[src/rtl/imp_pkg.sv]
`timescale 1ns / 1ps
// ----------------------------------------------------------------------------
// imp_pkg: shared types and constants of the inertial motion profile
// Beat layouts, command codes, register indexes, reset values and the
// control and status bundles that join the controller to the datapath.
// ----------------------------------------------------------------------------
package imp_pkg;

    localparam int unsigned CfgWidth = 31;

    // Command codes of the cmd field.
    localparam logic [1:0] CMD_TICK = 2'd0;
    localparam logic [1:0] CMD_SET  = 2'd1;
    localparam logic [1:0] CMD_JUMP = 2'd2;

    // Configuration register indexes.
    localparam logic CFG_ACCEL     = 1'b0;
    localparam logic CFG_MAX_SPEED = 1'b1;

    localparam logic [CfgWidth-1:0] ACCEL_RESET     = 31'd65536;
    localparam logic [CfgWidth-1:0] MAX_SPEED_RESET = 31'd6553600;

    typedef struct packed {
        logic [1:0]         cmd;
        logic [15:0]        dt;
        logic signed [31:0] value;
    } t_in_beat;

    typedef struct packed {
        logic signed [31:0] position;
        logic signed [31:0] velocity;
        logic               at_target;
    } t_out_beat;

    // Operand pairs of the shared multiplier.
    typedef enum logic [2:0] {
        MUL_DTDT = 3'd0,
        MUL_AD   = 3'd1,
        MUL_VV   = 3'd2,
        MUL_DV   = 3'd3,
        MUL_ACC  = 3'd4,
        MUL_ND   = 3'd5
    } t_mul_op;

    typedef struct packed {
        logic    load_in;
        logic    apply;
        logic    prep;
        t_mul_op mul_op;
        logic    cap_dtdt;
        logic    cap_ad;
        logic    cap_vv;
        logic    cap_dv;
        logic    cap_vel;
        logic    cap_pos;
        logic    commit;
        logic    load_out;
    } t_dp_cmd;

    typedef struct packed {
        logic is_tick;
        logic at_target;
    } t_dp_stat;

endpackage

[src/rtl/imp_ctrl.sv]
`timescale 1ns / 1ps
// ----------------------------------------------------------------------------
// imp_ctrl: sequencer of the inertial motion profile
// Steps one accepted beat through the datapath and owns the output valid.
// ----------------------------------------------------------------------------
module imp_ctrl (
    input  logic               i_clk,
    input  logic               i_rst_n,
    input  logic               i_in_valid,
    output logic               o_in_stall,
    output logic               o_out_valid,
    input  logic               i_out_stall,
    input  imp_pkg::t_dp_stat  i_stat,
    output imp_pkg::t_dp_cmd   o_cmd
);

    typedef enum logic [10:0] {
        ST_IDLE  = 11'b000_0000_0001,
        ST_PREP  = 11'b000_0000_0010,
        ST_M_AD  = 11'b000_0000_0100,
        ST_M_VV  = 11'b000_0000_1000,
        ST_M_DV  = 11'b000_0001_0000,
        ST_M_ACC = 11'b000_0010_0000,
        ST_VEL   = 11'b000_0100_0000,
        ST_M_ND  = 11'b000_1000_0000,
        ST_POS   = 11'b001_0000_0000,
        ST_SNAP  = 11'b010_0000_0000,
        ST_FIN   = 11'b100_0000_0000
    } t_state;

    t_state r_state, n_state;
    logic   r_out_valid, n_out_valid;

    always_comb begin
        n_state       = r_state;
        o_cmd         = '0;
        o_cmd.mul_op  = imp_pkg::MUL_DTDT;
        case (r_state)
            ST_IDLE: begin
                if (i_in_valid) begin
                    o_cmd.load_in = 1'b1;
                    n_state       = ST_PREP;
                end
            end
            ST_PREP: begin
                o_cmd.apply  = 1'b1;
                o_cmd.prep   = 1'b1;
                o_cmd.mul_op = imp_pkg::MUL_DTDT;
                if (i_stat.is_tick && !i_stat.at_target) begin
                    n_state = ST_M_AD;
                end else begin
                    n_state = ST_FIN;
                end
            end
            ST_M_AD: begin
                o_cmd.mul_op   = imp_pkg::MUL_AD;
                o_cmd.cap_dtdt = 1'b1;
                n_state        = ST_M_VV;
            end
            ST_M_VV: begin
                o_cmd.mul_op = imp_pkg::MUL_VV;
                o_cmd.cap_ad = 1'b1;
                n_state      = ST_M_DV;
            end
            ST_M_DV: begin
                o_cmd.mul_op = imp_pkg::MUL_DV;
                o_cmd.cap_vv = 1'b1;
                n_state      = ST_M_ACC;
            end
            ST_M_ACC: begin
                o_cmd.mul_op = imp_pkg::MUL_ACC;
                o_cmd.cap_dv = 1'b1;
                n_state      = ST_VEL;
            end
            ST_VEL: begin
                o_cmd.cap_vel = 1'b1;
                n_state       = ST_M_ND;
            end
            ST_M_ND: begin
                o_cmd.mul_op = imp_pkg::MUL_ND;
                n_state      = ST_POS;
            end
            ST_POS: begin
                o_cmd.cap_pos = 1'b1;
                n_state       = ST_SNAP;
            end
            ST_SNAP: begin
                o_cmd.commit = 1'b1;
                n_state      = ST_FIN;
            end
            ST_FIN: begin
                // Wait until the output register is free.
                if (!(r_out_valid && i_out_stall)) begin
                    o_cmd.load_out = 1'b1;
                    n_state        = ST_IDLE;
                end
            end
            default: begin
                n_state = ST_IDLE;
            end
        endcase
    end

    always_comb begin
        n_out_valid = r_out_valid;
        if (o_cmd.load_out) begin
            n_out_valid = 1'b1;
        end else if (r_out_valid && !i_out_stall) begin
            n_out_valid = 1'b0;
        end
    end

    always_ff @(posedge i_clk) begin
        if (!i_rst_n) begin
            r_state     <= ST_IDLE;
            r_out_valid <= 1'b0;
        end else begin
            r_state     <= n_state;
            r_out_valid <= n_out_valid;
        end
    end

    assign o_in_stall  = (r_state != ST_IDLE);
    assign o_out_valid = r_out_valid;

endmodule

[src/rtl/imp_dpath.sv]
`timescale 1ns / 1ps
// ----------------------------------------------------------------------------
// imp_dpath: datapath of the inertial motion profile
// Motion state, configuration, one shared 32x32 multiplier and the
// intermediate terms of a tick, each stage driven by the sequencer.
// ----------------------------------------------------------------------------
module imp_dpath (
    input  logic                               i_clk,
    input  logic                               i_rst_n,
    input  imp_pkg::t_in_beat                  i_in_data,
    input  logic                               i_cfg_we,
    input  logic                               i_cfg_idx,
    input  logic [imp_pkg::CfgWidth-1:0]       i_cfg_data,
    input  imp_pkg::t_dp_cmd                   i_cmd,
    output imp_pkg::t_dp_stat                  o_stat,
    output imp_pkg::t_out_beat                 o_out_data
);

    imp_pkg::t_in_beat  r_in;
    imp_pkg::t_out_beat r_out;

    logic [imp_pkg::CfgWidth-1:0] r_accel, n_accel;
    logic [imp_pkg::CfgWidth-1:0] r_max, n_max;
    logic [31:0] r_pos, n_pos;
    logic [31:0] r_tgt, n_tgt;
    logic [31:0] r_vel, n_vel;

    logic [31:0] r_dist;
    logic        r_dir_pos;
    logic [31:0] r_vmag;
    logic [63:0] r_prod;
    logic [31:0] r_dtdt;
    logic [62:0] r_ad;
    logic [63:0] r_vv;
    logic [30:0] r_dv;
    logic        r_acc_neg;
    logic [29:0] r_acc_t;
    logic [31:0] r_nv;
    logic [30:0] r_nmag;
    logic [31:0] r_np;
    logic [29:0] r_lim;

    // ------------------------------------------------------------------
    // Distance, direction and speed magnitude.
    // ------------------------------------------------------------------
    logic [32:0] w_diff;
    logic [32:0] w_dist_x;
    logic [31:0] w_vmag;
    logic        w_vel_pos;
    logic        w_vel_neg;

    assign w_diff    = {r_pos[31], r_pos} - {r_tgt[31], r_tgt};
    assign w_dist_x  = w_diff[32] ? (~w_diff + 33'd1) : w_diff;
    assign w_vmag    = r_vel[31] ? (~r_vel + 32'd1) : r_vel;
    assign w_vel_neg = r_vel[31];
    assign w_vel_pos = !r_vel[31] && (r_vel != 32'd0);

    // ------------------------------------------------------------------
    // Shared multiplier, product registered.
    // ------------------------------------------------------------------
    logic [31:0] w_ma;
    logic [31:0] w_mb;
    logic [63:0] w_prod;

    always_comb begin
        case (i_cmd.mul_op)
            imp_pkg::MUL_DTDT: begin
                w_ma = {16'd0, r_in.dt};
                w_mb = {16'd0, r_in.dt};
            end
            imp_pkg::MUL_AD: begin
                w_ma = {1'b0, r_accel};
                w_mb = r_dist;
            end
            imp_pkg::MUL_VV: begin
                w_ma = r_vmag;
                w_mb = r_vmag;
            end
            imp_pkg::MUL_DV: begin
                w_ma = {16'd0, r_in.dt};
                w_mb = {1'b0, r_accel};
            end
            imp_pkg::MUL_ACC: begin
                w_ma = r_dtdt;
                w_mb = {1'b0, r_accel};
            end
            imp_pkg::MUL_ND: begin
                w_ma = {1'b0, r_nmag};
                w_mb = {16'd0, r_in.dt};
            end
            default: begin
                w_ma = 32'd0;
                w_mb = 32'd0;
            end
        endcase
    end

    assign w_prod = {32'd0, w_ma} * {32'd0, w_mb};

    // ------------------------------------------------------------------
    // Brake decision: accel * dist <= floor(v * v / 2) while moving
    // toward the target.
    // ------------------------------------------------------------------
    logic w_toward;
    logic w_brake;

    assign w_toward = (w_vel_pos && r_dir_pos) || (w_vel_neg && !r_dir_pos);
    assign w_brake  = w_toward && ({1'b0, r_ad} <= {1'b0, r_vv[63:1]});

    // ------------------------------------------------------------------
    // New velocity: step, zero on reversal, clamp the magnitude.
    // ------------------------------------------------------------------
    logic [33:0] w_vel_x;
    logic [33:0] w_dv_x;
    logic [33:0] w_nv0;
    logic        w_rev;
    logic [33:0] w_nv1;
    logic [33:0] w_nmag1;
    logic        w_clamp;
    logic [31:0] w_nv;
    logic [30:0] w_nmag;

    assign w_vel_x = {{2{r_vel[31]}}, r_vel};
    assign w_dv_x  = {3'd0, r_dv};
    assign w_nv0   = r_acc_neg ? (w_vel_x - w_dv_x) : (w_vel_x + w_dv_x);
    assign w_rev   = (w_nv0[33] && w_vel_pos)
                  || (!w_nv0[33] && (w_nv0 != 34'd0) && w_vel_neg);
    assign w_nv1   = w_rev ? 34'd0 : w_nv0;
    assign w_nmag1 = w_nv1[33] ? (~w_nv1 + 34'd1) : w_nv1;
    assign w_clamp = (w_nmag1 >= {3'd0, r_max});

    always_comb begin
        if (w_clamp) begin
            w_nmag = r_max;
            if (w_nv1[33]) begin
                w_nv = ~{1'b0, r_max} + 32'd1;
            end else if (w_nv1 == 34'd0) begin
                w_nv = 32'd0;
            end else begin
                w_nv = {1'b0, r_max};
            end
        end else begin
            w_nmag = w_nmag1[30:0];
            w_nv   = w_nv1[31:0];
        end
    end

    // ------------------------------------------------------------------
    // New position: old + velocity term + acceleration term, saturated.
    // ------------------------------------------------------------------
    logic [34:0] w_pos_x;
    logic [34:0] w_t1_x;
    logic [34:0] w_t2_x;
    logic [34:0] w_np0;
    logic        w_ovf;
    logic [31:0] w_np;

    assign w_pos_x = {{3{r_pos[31]}}, r_pos};
    assign w_t1_x  = {4'd0, r_prod[46:16]};
    assign w_t2_x  = {5'd0, r_acc_t};
    assign w_np0   = w_pos_x
                   + (r_nv[31]  ? (~w_t1_x + 35'd1) : w_t1_x)
                   + (r_acc_neg ? (~w_t2_x + 35'd1) : w_t2_x);
    assign w_ovf   = (w_np0[34:31] != 4'b0000) && (w_np0[34:31] != 4'b1111);

    always_comb begin
        if (!w_ovf) begin
            w_np = w_np0[31:0];
        end else if (w_np0[34]) begin
            w_np = 32'h8000_0000;
        end else begin
            w_np = 32'h7FFF_FFFF;
        end
    end

    // ------------------------------------------------------------------
    // Snap to the target when within |v| * dt / 2 of it.
    // ------------------------------------------------------------------
    logic [32:0] w_sdiff;
    logic [32:0] w_smag;
    logic        w_snap;

    assign w_sdiff = {r_np[31], r_np} - {r_tgt[31], r_tgt};
    assign w_smag  = w_sdiff[32] ? (~w_sdiff + 33'd1) : w_sdiff;
    assign w_snap  = (w_smag <= {3'd0, r_lim});

    // ------------------------------------------------------------------
    // Architectural state and configuration.
    // ------------------------------------------------------------------
    always_comb begin
        n_accel = r_accel;
        n_max   = r_max;
        if (i_cfg_we) begin
            case (i_cfg_idx)
                imp_pkg::CFG_ACCEL:     n_accel = i_cfg_data;
                imp_pkg::CFG_MAX_SPEED: n_max   = i_cfg_data;
                default:                n_accel = r_accel;
            endcase
        end
    end

    always_comb begin
        n_pos = r_pos;
        n_tgt = r_tgt;
        n_vel = r_vel;
        if (i_cmd.apply) begin
            case (r_in.cmd)
                imp_pkg::CMD_SET: begin
                    n_tgt = r_in.value;
                end
                imp_pkg::CMD_JUMP: begin
                    n_pos = r_in.value;
                    n_tgt = r_in.value;
                    n_vel = 32'd0;
                end
                default: begin
                    n_pos = r_pos;
                end
            endcase
        end
        if (i_cmd.commit) begin
            n_pos = w_snap ? r_tgt : r_np;
            n_vel = w_snap ? 32'd0 : r_nv;
        end
    end

    always_ff @(posedge i_clk) begin
        if (!i_rst_n) begin
            r_accel <= imp_pkg::ACCEL_RESET;
            r_max   <= imp_pkg::MAX_SPEED_RESET;
            r_pos   <= 32'd0;
            r_tgt   <= 32'd0;
            r_vel   <= 32'd0;
        end else begin
            r_accel <= n_accel;
            r_max   <= n_max;
            r_pos   <= n_pos;
            r_tgt   <= n_tgt;
            r_vel   <= n_vel;
        end
    end

    // Working registers of a tick; no reset needed.
    always_ff @(posedge i_clk) begin
        r_prod <= w_prod;
        if (i_cmd.load_in) begin
            r_in <= i_in_data;
        end
        if (i_cmd.prep) begin
            r_dist    <= w_dist_x[31:0];
            r_dir_pos <= w_diff[32];
            r_vmag    <= w_vmag;
        end
        if (i_cmd.cap_dtdt) begin
            r_dtdt <= r_prod[31:0];
        end
        if (i_cmd.cap_ad) begin
            r_ad <= r_prod[62:0];
        end
        if (i_cmd.cap_vv) begin
            r_vv <= r_prod;
        end
        if (i_cmd.cap_dv) begin
            r_dv      <= r_prod[46:16];
            r_acc_neg <= w_brake ? r_dir_pos : !r_dir_pos;
        end
        if (i_cmd.cap_vel) begin
            r_acc_t <= r_prod[62:33];
            r_nv    <= w_nv;
            r_nmag  <= w_nmag;
        end
        if (i_cmd.cap_pos) begin
            r_np  <= w_np;
            r_lim <= r_prod[46:17];
        end
        if (i_cmd.load_out) begin
            r_out.position  <= r_pos;
            r_out.velocity  <= r_vel;
            r_out.at_target <= (r_pos == r_tgt);
        end
    end

    assign o_stat.is_tick   = (r_in.cmd == imp_pkg::CMD_TICK);
    assign o_stat.at_target = (r_pos == r_tgt);
    assign o_out_data       = r_out;

endmodule

[src/rtl/inertial_motion_profile.sv]
`timescale 1ns / 1ps
// ----------------------------------------------------------------------------
// inertial_motion_profile: trapezoidal velocity profile generator
// Q16.16 motion generator that ticks, retargets or jumps on each beat.
// ----------------------------------------------------------------------------
// Usage. The input channel carries one command beat (cmd, dt, value) and is
// accepted when i_in_valid is high and o_in_stall is low. Every input beat
// produces exactly one output beat with the position, velocity and an
// at-target flag as they stand after the command. The output channel is
// accepted when o_out_valid is high and i_out_stall is low.
// The block works on one beat at a time. A tick away from the target steps
// from acceptance through the prep, product, velocity, position, snap and
// finish states to output valid; a set-target, jump, unused code or tick
// already at the target goes from prep straight to finish. The sequencer
// returns to idle in the cycle the result turns valid. The length of
// a tick comes from six dependent products that share one registered 32x32
// multiplier, one product per cycle, plus velocity, position and snap
// stages. The result sits in an output register, so the next beat is taken
// as soon as the sequencer returns to idle, even while that result waits.
// If the receiver stalls, the result holds steady; a following result waits
// in the sequencer until the output register is free.
// Reset (synchronous, active low) zeroes position, target and velocity and
// loads the default acceleration and speed limit. Configuration writes
// through i_cfg_we / i_cfg_idx / i_cfg_data take effect at once and belong
// to idle periods.
// ----------------------------------------------------------------------------
module inertial_motion_profile (
    input  logic                          i_clk,
    input  logic                          i_rst_n,
    input  logic                          i_in_valid,
    output logic                          o_in_stall,
    input  imp_pkg::t_in_beat             i_in_data,
    output logic                          o_out_valid,
    input  logic                          i_out_stall,
    output imp_pkg::t_out_beat            o_out_data,
    input  logic                          i_cfg_we,
    input  logic                          i_cfg_idx,
    input  logic [imp_pkg::CfgWidth-1:0]  i_cfg_data
);

    // Command and status bundles between the sequencer and the datapath.
    imp_pkg::t_dp_cmd  w_cmd;
    imp_pkg::t_dp_stat w_stat;

    // The sequencer walks a tick through the multiplier schedule and holds
    // the output valid flag.
    imp_ctrl u_ctrl (
        .i_clk       (i_clk),
        .i_rst_n     (i_rst_n),
        .i_in_valid  (i_in_valid),
        .o_in_stall  (o_in_stall),
        .o_out_valid (o_out_valid),
        .i_out_stall (i_out_stall),
        .i_stat      (w_stat),
        .o_cmd       (w_cmd)
    );

    // The datapath holds the motion state, the configuration registers,
    // the shared multiplier and the output register.
    imp_dpath u_dpath (
        .i_clk      (i_clk),
        .i_rst_n    (i_rst_n),
        .i_in_data  (i_in_data),
        .i_cfg_we   (i_cfg_we),
        .i_cfg_idx  (i_cfg_idx),
        .i_cfg_data (i_cfg_data),
        .i_cmd      (w_cmd),
        .o_stat     (w_stat),
        .o_out_data (o_out_data)
    );

endmodule

[config.mk]
export PLATFORM = sky130hd
export DESIGN_NAME = inertial_motion_profile
export DESIGN_NICKNAME = d
export VERILOG_FILES = /design/src/rtl/imp_pkg.sv /design/src/rtl/imp_ctrl.sv /design/src/rtl/imp_dpath.sv /design/src/rtl/inertial_motion_profile.sv
export SDC_FILE = /design/constraint.sdc
export NUM_CORES = 2
export LEC_CHECK = 0
export BUFFER_PORTS_ARGS = -buffer_cell sky130_fd_sc_hd__buf_2
export CORE_UTILIZATION = 25
export DETAILED_ROUTE_END_ITERATION = 6
export SYNTH_ARGS = -nofsm -noshare
export SYNTH_HDL_FRONTEND = slang
export SYNTH_SLANG_ARGS = --single-unit
[constraint.sdc]
create_clock -name i_clk -period 14.98 [get_ports i_clk]
set_clock_uncertainty 0.05 [all_clocks]
set_input_delay 1.498 -clock i_clk [delete_from_list [all_inputs] [get_ports i_clk]]
set_output_delay 1.498 -clock i_clk [all_outputs]
set_load 0.03 [all_outputs]
* After elaboration in Yosys (flattened, before gate mapping)
Cells that the tools add are included.
** Operators by class
- $add $sub $neg :: 13
- Multipliers :: 1
- Order comparisons :: 3
- Equal/unequal tests :: 23
- Muxes and demuxes :: 44
- Bitwise operators :: 8
- Reduce and logical (&&, ||, !) cells :: 36
** Operators with widths (count)
- $mux 32 :: 13
- $pmux 32 s5 :: 1
- $pmux 32 s4 :: 1
- $pmux 11 s11 :: 1
- $mux 34 :: 3
- $sub 32x32->33 :: 3
- $add 32x1->32 const B :: 3
- $mux 31 :: 3
- $add 35x1->35 const B :: 2
- $add 35x35->35 :: 2
- $mux 35 :: 2
- $mul 32x32->64 :: 1
- $not 32->32 :: 2
- $le 63x63->1 :: 1
- $not 30->35 :: 1
- $not 31->35 :: 1
- $add 34x1->34 const B :: 1
- $ge 34x31->1 :: 1
- $logic_not 34->1 :: 1
- $not 34->34 :: 1
- $reduce_bool 34->1 :: 1
- $add 32x32->33 :: 1
- $add 33x1->33 const B :: 1
- $le 33x30->1 :: 1
- other kinds (38) :: 80
** Word-level totals
- Flip-flop bits (word level) :: 760
- Input port bits :: 87
- Output and inout bits :: 67
- Logic and storage cells :: 156

* Depth between registers and ports, before layout
- Depth after elaboration :: 12
- Depth in mapped cells :: 46
- Depth with buffers taken out :: 40

* Modules after synthesis
A second synthesis with hierarchy kept.
** Unflattened totals
- Cell total of the unflattened synthesis :: 8134
- Area, all modules :: 76400.8 um^2
** By module, submodules not included
- imp_dpath :: times used 1, cells an instance 8045, area an instance 75675.1 um^2, sequential area each 20209.4 um^2
- imp_ctrl :: times used 1, cells an instance 89, area an instance 725.7 um^2, sequential area each 240.2 um^2

* Worst setup path after synthesis
No wires, ideal clock.
- Kind :: reg-to-reg
- Start :: register u_ctrl.r_state[6]
- End :: register u_dpath.r_prod[63]
- Setup time :: 0.132 ns
- Data arrival time :: 14.660 ns
- Data required time :: 14.798 ns
- Slack :: 0.138 ns
- Cell stages (with the launch flop) :: 43
- Path buffers :: 6
- Period minus slack after synthesis :: 14.842 ns
- Path through :: dfxtp_1 > or2_2 > clkbuf_1 > nor4_1 > nand2_1 > or3_1 > nor3b_1 > or2_0 > or4_1 > nand2b_1 > clkbuf_1 > clkbuf_1 > nand2_1 > and4_1 > clkbuf_1 > buf_1 > nor2_1 > fa_1 > [... 7 more ...] > fa_1 > fa_1 > fa_1 > inv_1 > ha_1 > clkbuf_1 > a21o_1 > a21o_1 > a21oi_1 > inv_1 > a311oi_1 > a21boi_0 > o31ai_1 > a21oi_1 > a211oi_1 > o21ai_0 > a2111oi_0 > nor3b_1
** On the way
- Longest elaborated chain between the ends :: 6
- Elaborated cells between the ends (all ways) :: 18
- Those cells by class :: mul (1); eq/ne (10); mux (3); reduce/logical (4)
** RTL lines
- start: declaration :: RTL line imp_ctrl.sv:31 : t_state r_state, n_state;
- start signal: assignment :: RTL line imp_ctrl.sv:118 : r_state <= n_state;
- $eq 11x8->1, or another cell as far along :: RTL line imp_ctrl.sv:38 : case (r_state)
- $pmux 3 s5 (*) :: RTL line imp_ctrl.sv:38
- $eq 3x2->1, or another cell as far along :: RTL line imp_dpath.sv:66 : case (i_cmd.mul_op)
- $reduce_or 2->1 (no source line)
- $pmux 32 s5 / $pmux 32 s4 (equally long branches) :: RTL line imp_dpath.sv:66
- $mul 32x32->64 (*) :: RTL line imp_dpath.sv:98 : assign w_prod = {32'd0, w_ma} * {32'd0, w_mb};
- named net u_dpath.w_prod[63] :: RTL line imp_dpath.sv:63 : logic [63:0] w_prod;
- end signal: assignment :: RTL line imp_dpath.sv:245 : r_prod <= w_prod;
- end: declaration :: RTL line imp_dpath.sv:31 : logic [63:0] r_prod;
Mark *: on every way through the listed nets, which the timed path passes. The rest lies on a longest branch.
A chain may end at the register's enable or synchronous reset.

* Final worst setup path
Same ends and word-level chain as after synthesis.

==> results_dict.tcl <==
set metrics [dict create \
    drt_iter0_drc 5849 \
    setup_tns_ns 0 \
    postSynthCellCount 7924 \
    max_clock_freq_mhz 76.4 \
    drt_first_pass_iters 7 \
    clk_latency_ns 0.70 \
    async_reset_ff_share_pct 0 \
    postPlaceCellArea_sq_um 80600 \
    antenna_found_initial 38 \
    nFillCells 31500 \
    track_usage_pct 17.3 \
    grt_pass1_wl_um 387000 \
    wirelength_um 265000 \
    cp.arrival_ns 13.59 \
    final_area_sq_um 83500 \
    area_growth_pct 11.5 \
    die_area_sq_um 302000 \
    drv_slew 0 \
    post-cts-setup-buffers 0 \
    wl_per_cell_um 22.1 \
    hold_viol 0 \
    cp.required_ns 15.49 \
    finalSetupViolCount 0 \
    fin_crit_ns 13.08 \
    synth_area_sq_um 74900 \
    die_h_um 549 \
    hold_class "flip-flop to flip-flop" \
    cp_max_fo 36 \
    htreeDepth 3 \
    max_stage_delay_ns 0.91 \
    std_cell_rows 200 \
    root_buffer "clkbuf_16" \
    path_class "flip-flop to flip-flop" \
    gp_congestion 0.974 \
    grt_max_degree 77 \
    die_x_um 549 \
    startpoint_type "flip-flop" \
    worst_pin_slew_ns 1.19 \
    ys_warn_count 0 \
    viasPerCell 4.92 \
    numPortBuffers 153 \
    rsz0062_at_grt "no" \
    leakage_nw 36.7 \
    hold_buffers 0 \
    drc 0 \
    max-vdd-ir-drop_uv 487 \
    endpoint_kind "flip-flop" \
    regToRegSetupSlack_ns 1.90 \
    start_util_pct 25.2 \
    cts_resized 0 \
    cts_buffers 82 \
    clock_tree.buffer_depth 3 \
    drive_gt1_share_pct 6.72 \
    grt_pass1_vias 57800 \
    ios 154 \
    synth_nets 9471 \
    powerDensity_nw_per_um2 126 \
    worst_path_max_delay_cell "and4_1" \
    post-route-period-util_pct 87.3 \
    syn_area_per_cell_sq_um 9.45 \
    synth_top_area_cell "fa_1" \
    synth_ff_type "edfxtp_1" \
    via_count 59100 \
    antenna_left 0 \
    numClockSinks 759 \
    cts_tree "built" \
    cap_violations 0 \
    ys_types 94 \
    synth_top_area_share_pct 25.0 \
    final_nets 9518 \
    overflow 0 \
    yosysSeqAreaShare_pct 27.3 \
    synth_seq_cells 759 \
    synth_area_leaders "fa_1, edfxtp_1, ha_1" \
    max_slew_margin_pct 20.9 \
    coreArea_sq_um 297000 \
    dp_hpwl_um 207000 \
    synth_edf_count 525 \
    outcome "finished, final reports clean" \
    clk_pin_slew_ns 0.06 \
]
metal layers:
layer	vias up	share of wire (%)	track usage (%)
li1	26300	-	-
met1	29700	40	22.3
met2	2578	45	27.3
met3	474	9.1	3.82
met4	14	5.5	8.80
met5	-	0.030	0
power breakdown:
part | switching, mW | internal [mW]
logic | 3.63 | 2.28
clock network | 0.906 | 1.20
registers | 0.0742 | 2.47
area by class of cell:
cell class	instances	area (sq um)	area share, %
well taps	3939	4930	5.90
multi-input cells	5620	48800	58.4
inverters	1180	4430	5.30
flip-flops and latches	759	20400	24.5
repair buffers	328	2080	2.49
clock buffers	110	2310	2.77
clock inverters	44	465	0.557
diodes	31	77.6	0.0929
cells in the final DEF (no fill, tap or decap), types with 67 or more instances in the layout:
cell type and n:
a21boi_0 105, a21o_1 162, a21oi_1 291, buf_2 152, buf_4 176, clkbuf_16 87, dfxtp_1 234, edfxtp_1 525
fa_1 934, ha_1 526, inv_1 1180, nand2_1 1076, nand3_1 74, nand4_1 75, nor2_1 703, nor3_1 67
o21ai_0 249, or3_1 69, xnor2_1 298
cell families (layout without fill, tap and decap cells):
family	count (synthesis)	in the layout	share of synthesized area [%]
compound gates	1342	1342	12.0
xor+xnor	362	362	4.23
fa+ha+maj	1460	1460	33.8
buf+inv	1545	1662	7.84
flops	759	759	27.3
mux	53	53	0.732
other cells	0	31	0
simple gates	2403	2403	14.2
state kept, by name, summed over array words and instances (netlist names), 32 cells and up:
name and flops:
u_dpath.r_vel 32, u_dpath.r_tgt 32, u_dpath.r_ad 63, u_dpath.r_vv 63
u_dpath.r_np 32, u_dpath.r_in 50, u_dpath.r_nv 32, u_dpath.r_dtdt 32
u_dpath.r_prod 64, u_dpath.r_dist 32, u_dpath.r_pos 32, u_dpath.r_vmag 32
u_dpath.o_out_data 65
synth_stat cells, types with 12 or more instances:
cell type / count
a21o_1: 162
fa_1: 934
o41ai_1: 23
or2_2: 16
o31ai_1: 54
a32oi_1: 34
o21ai_0: 249
clkbuf_1: 344
o21bai_1: 29
o211ai_1: 56
xnor2_1: 298
o22ai_1: 24
and4_1: 23
mux2_2: 14
a21boi_0: 105
and2_1: 45
a221o_1: 14
a31oi_1: 38
a211oi_1: 34
or4_1: 25
and3_1: 30
nor2b_1: 68
mux2i_1: 39
xor2_1: 64
edfxtp_1: 525
nand3_1: 74
a221oi_1: 18
a21oi_1: 295
o21a_1: 56
dfxtp_1: 234
ha_1: 526
nor2_1: 704
a31o_2: 12
a22oi_1: 40
nand4_1: 75
or3_1: 69
nand2_1: 1076
inv_1: 1180
nor4_1: 38
nand2b_1: 41
nor3_1: 70
stage by stage:
step	utilization [%]	cells	hold slack (ns)	worst slack [ns]	total power, mW
floorplan	-	7924	0.336	0.138	6.67
global placement	27.1	11800	0.419	2.20	8.42
detailed placement	27.1	11800	0.418	2.21	8.35
CTS	28.1	12000	0.433	2.14	10.6
global route	28.1	12000	0.453	1.23	11.3
finish	28.1	12000	0.431	1.90	10.6
worst paths after layout:
| path | to | depth (start not counted) | from |
|---|---|---|---|
| min | u_dpath.r_tgt[24] | 2 | u_dpath.r_tgt[24] |
| max reg2reg | u_dpath.r_prod[63] | 40 | u_ctrl.r_state[6] |
| min reg2reg | u_dpath.r_tgt[24] | 2 | u_dpath.r_tgt[24] |
| max | u_dpath.r_prod[63] | 40 | u_ctrl.r_state[6] |
critical path, delay by kind of cell (launching register included):
family / cells / cell delay (ns)
AO/OA/AOI/OAI: 11 / 4.05
AND/OR/NAND/NOR: 12 / 3.54
adder cells (fa/ha/maj): 9 / 3.87
buffers and inverters: 8 / 1.04
flip-flops: 1 / 0.34
No activity file was read; power rests on OpenSTA's default activity.
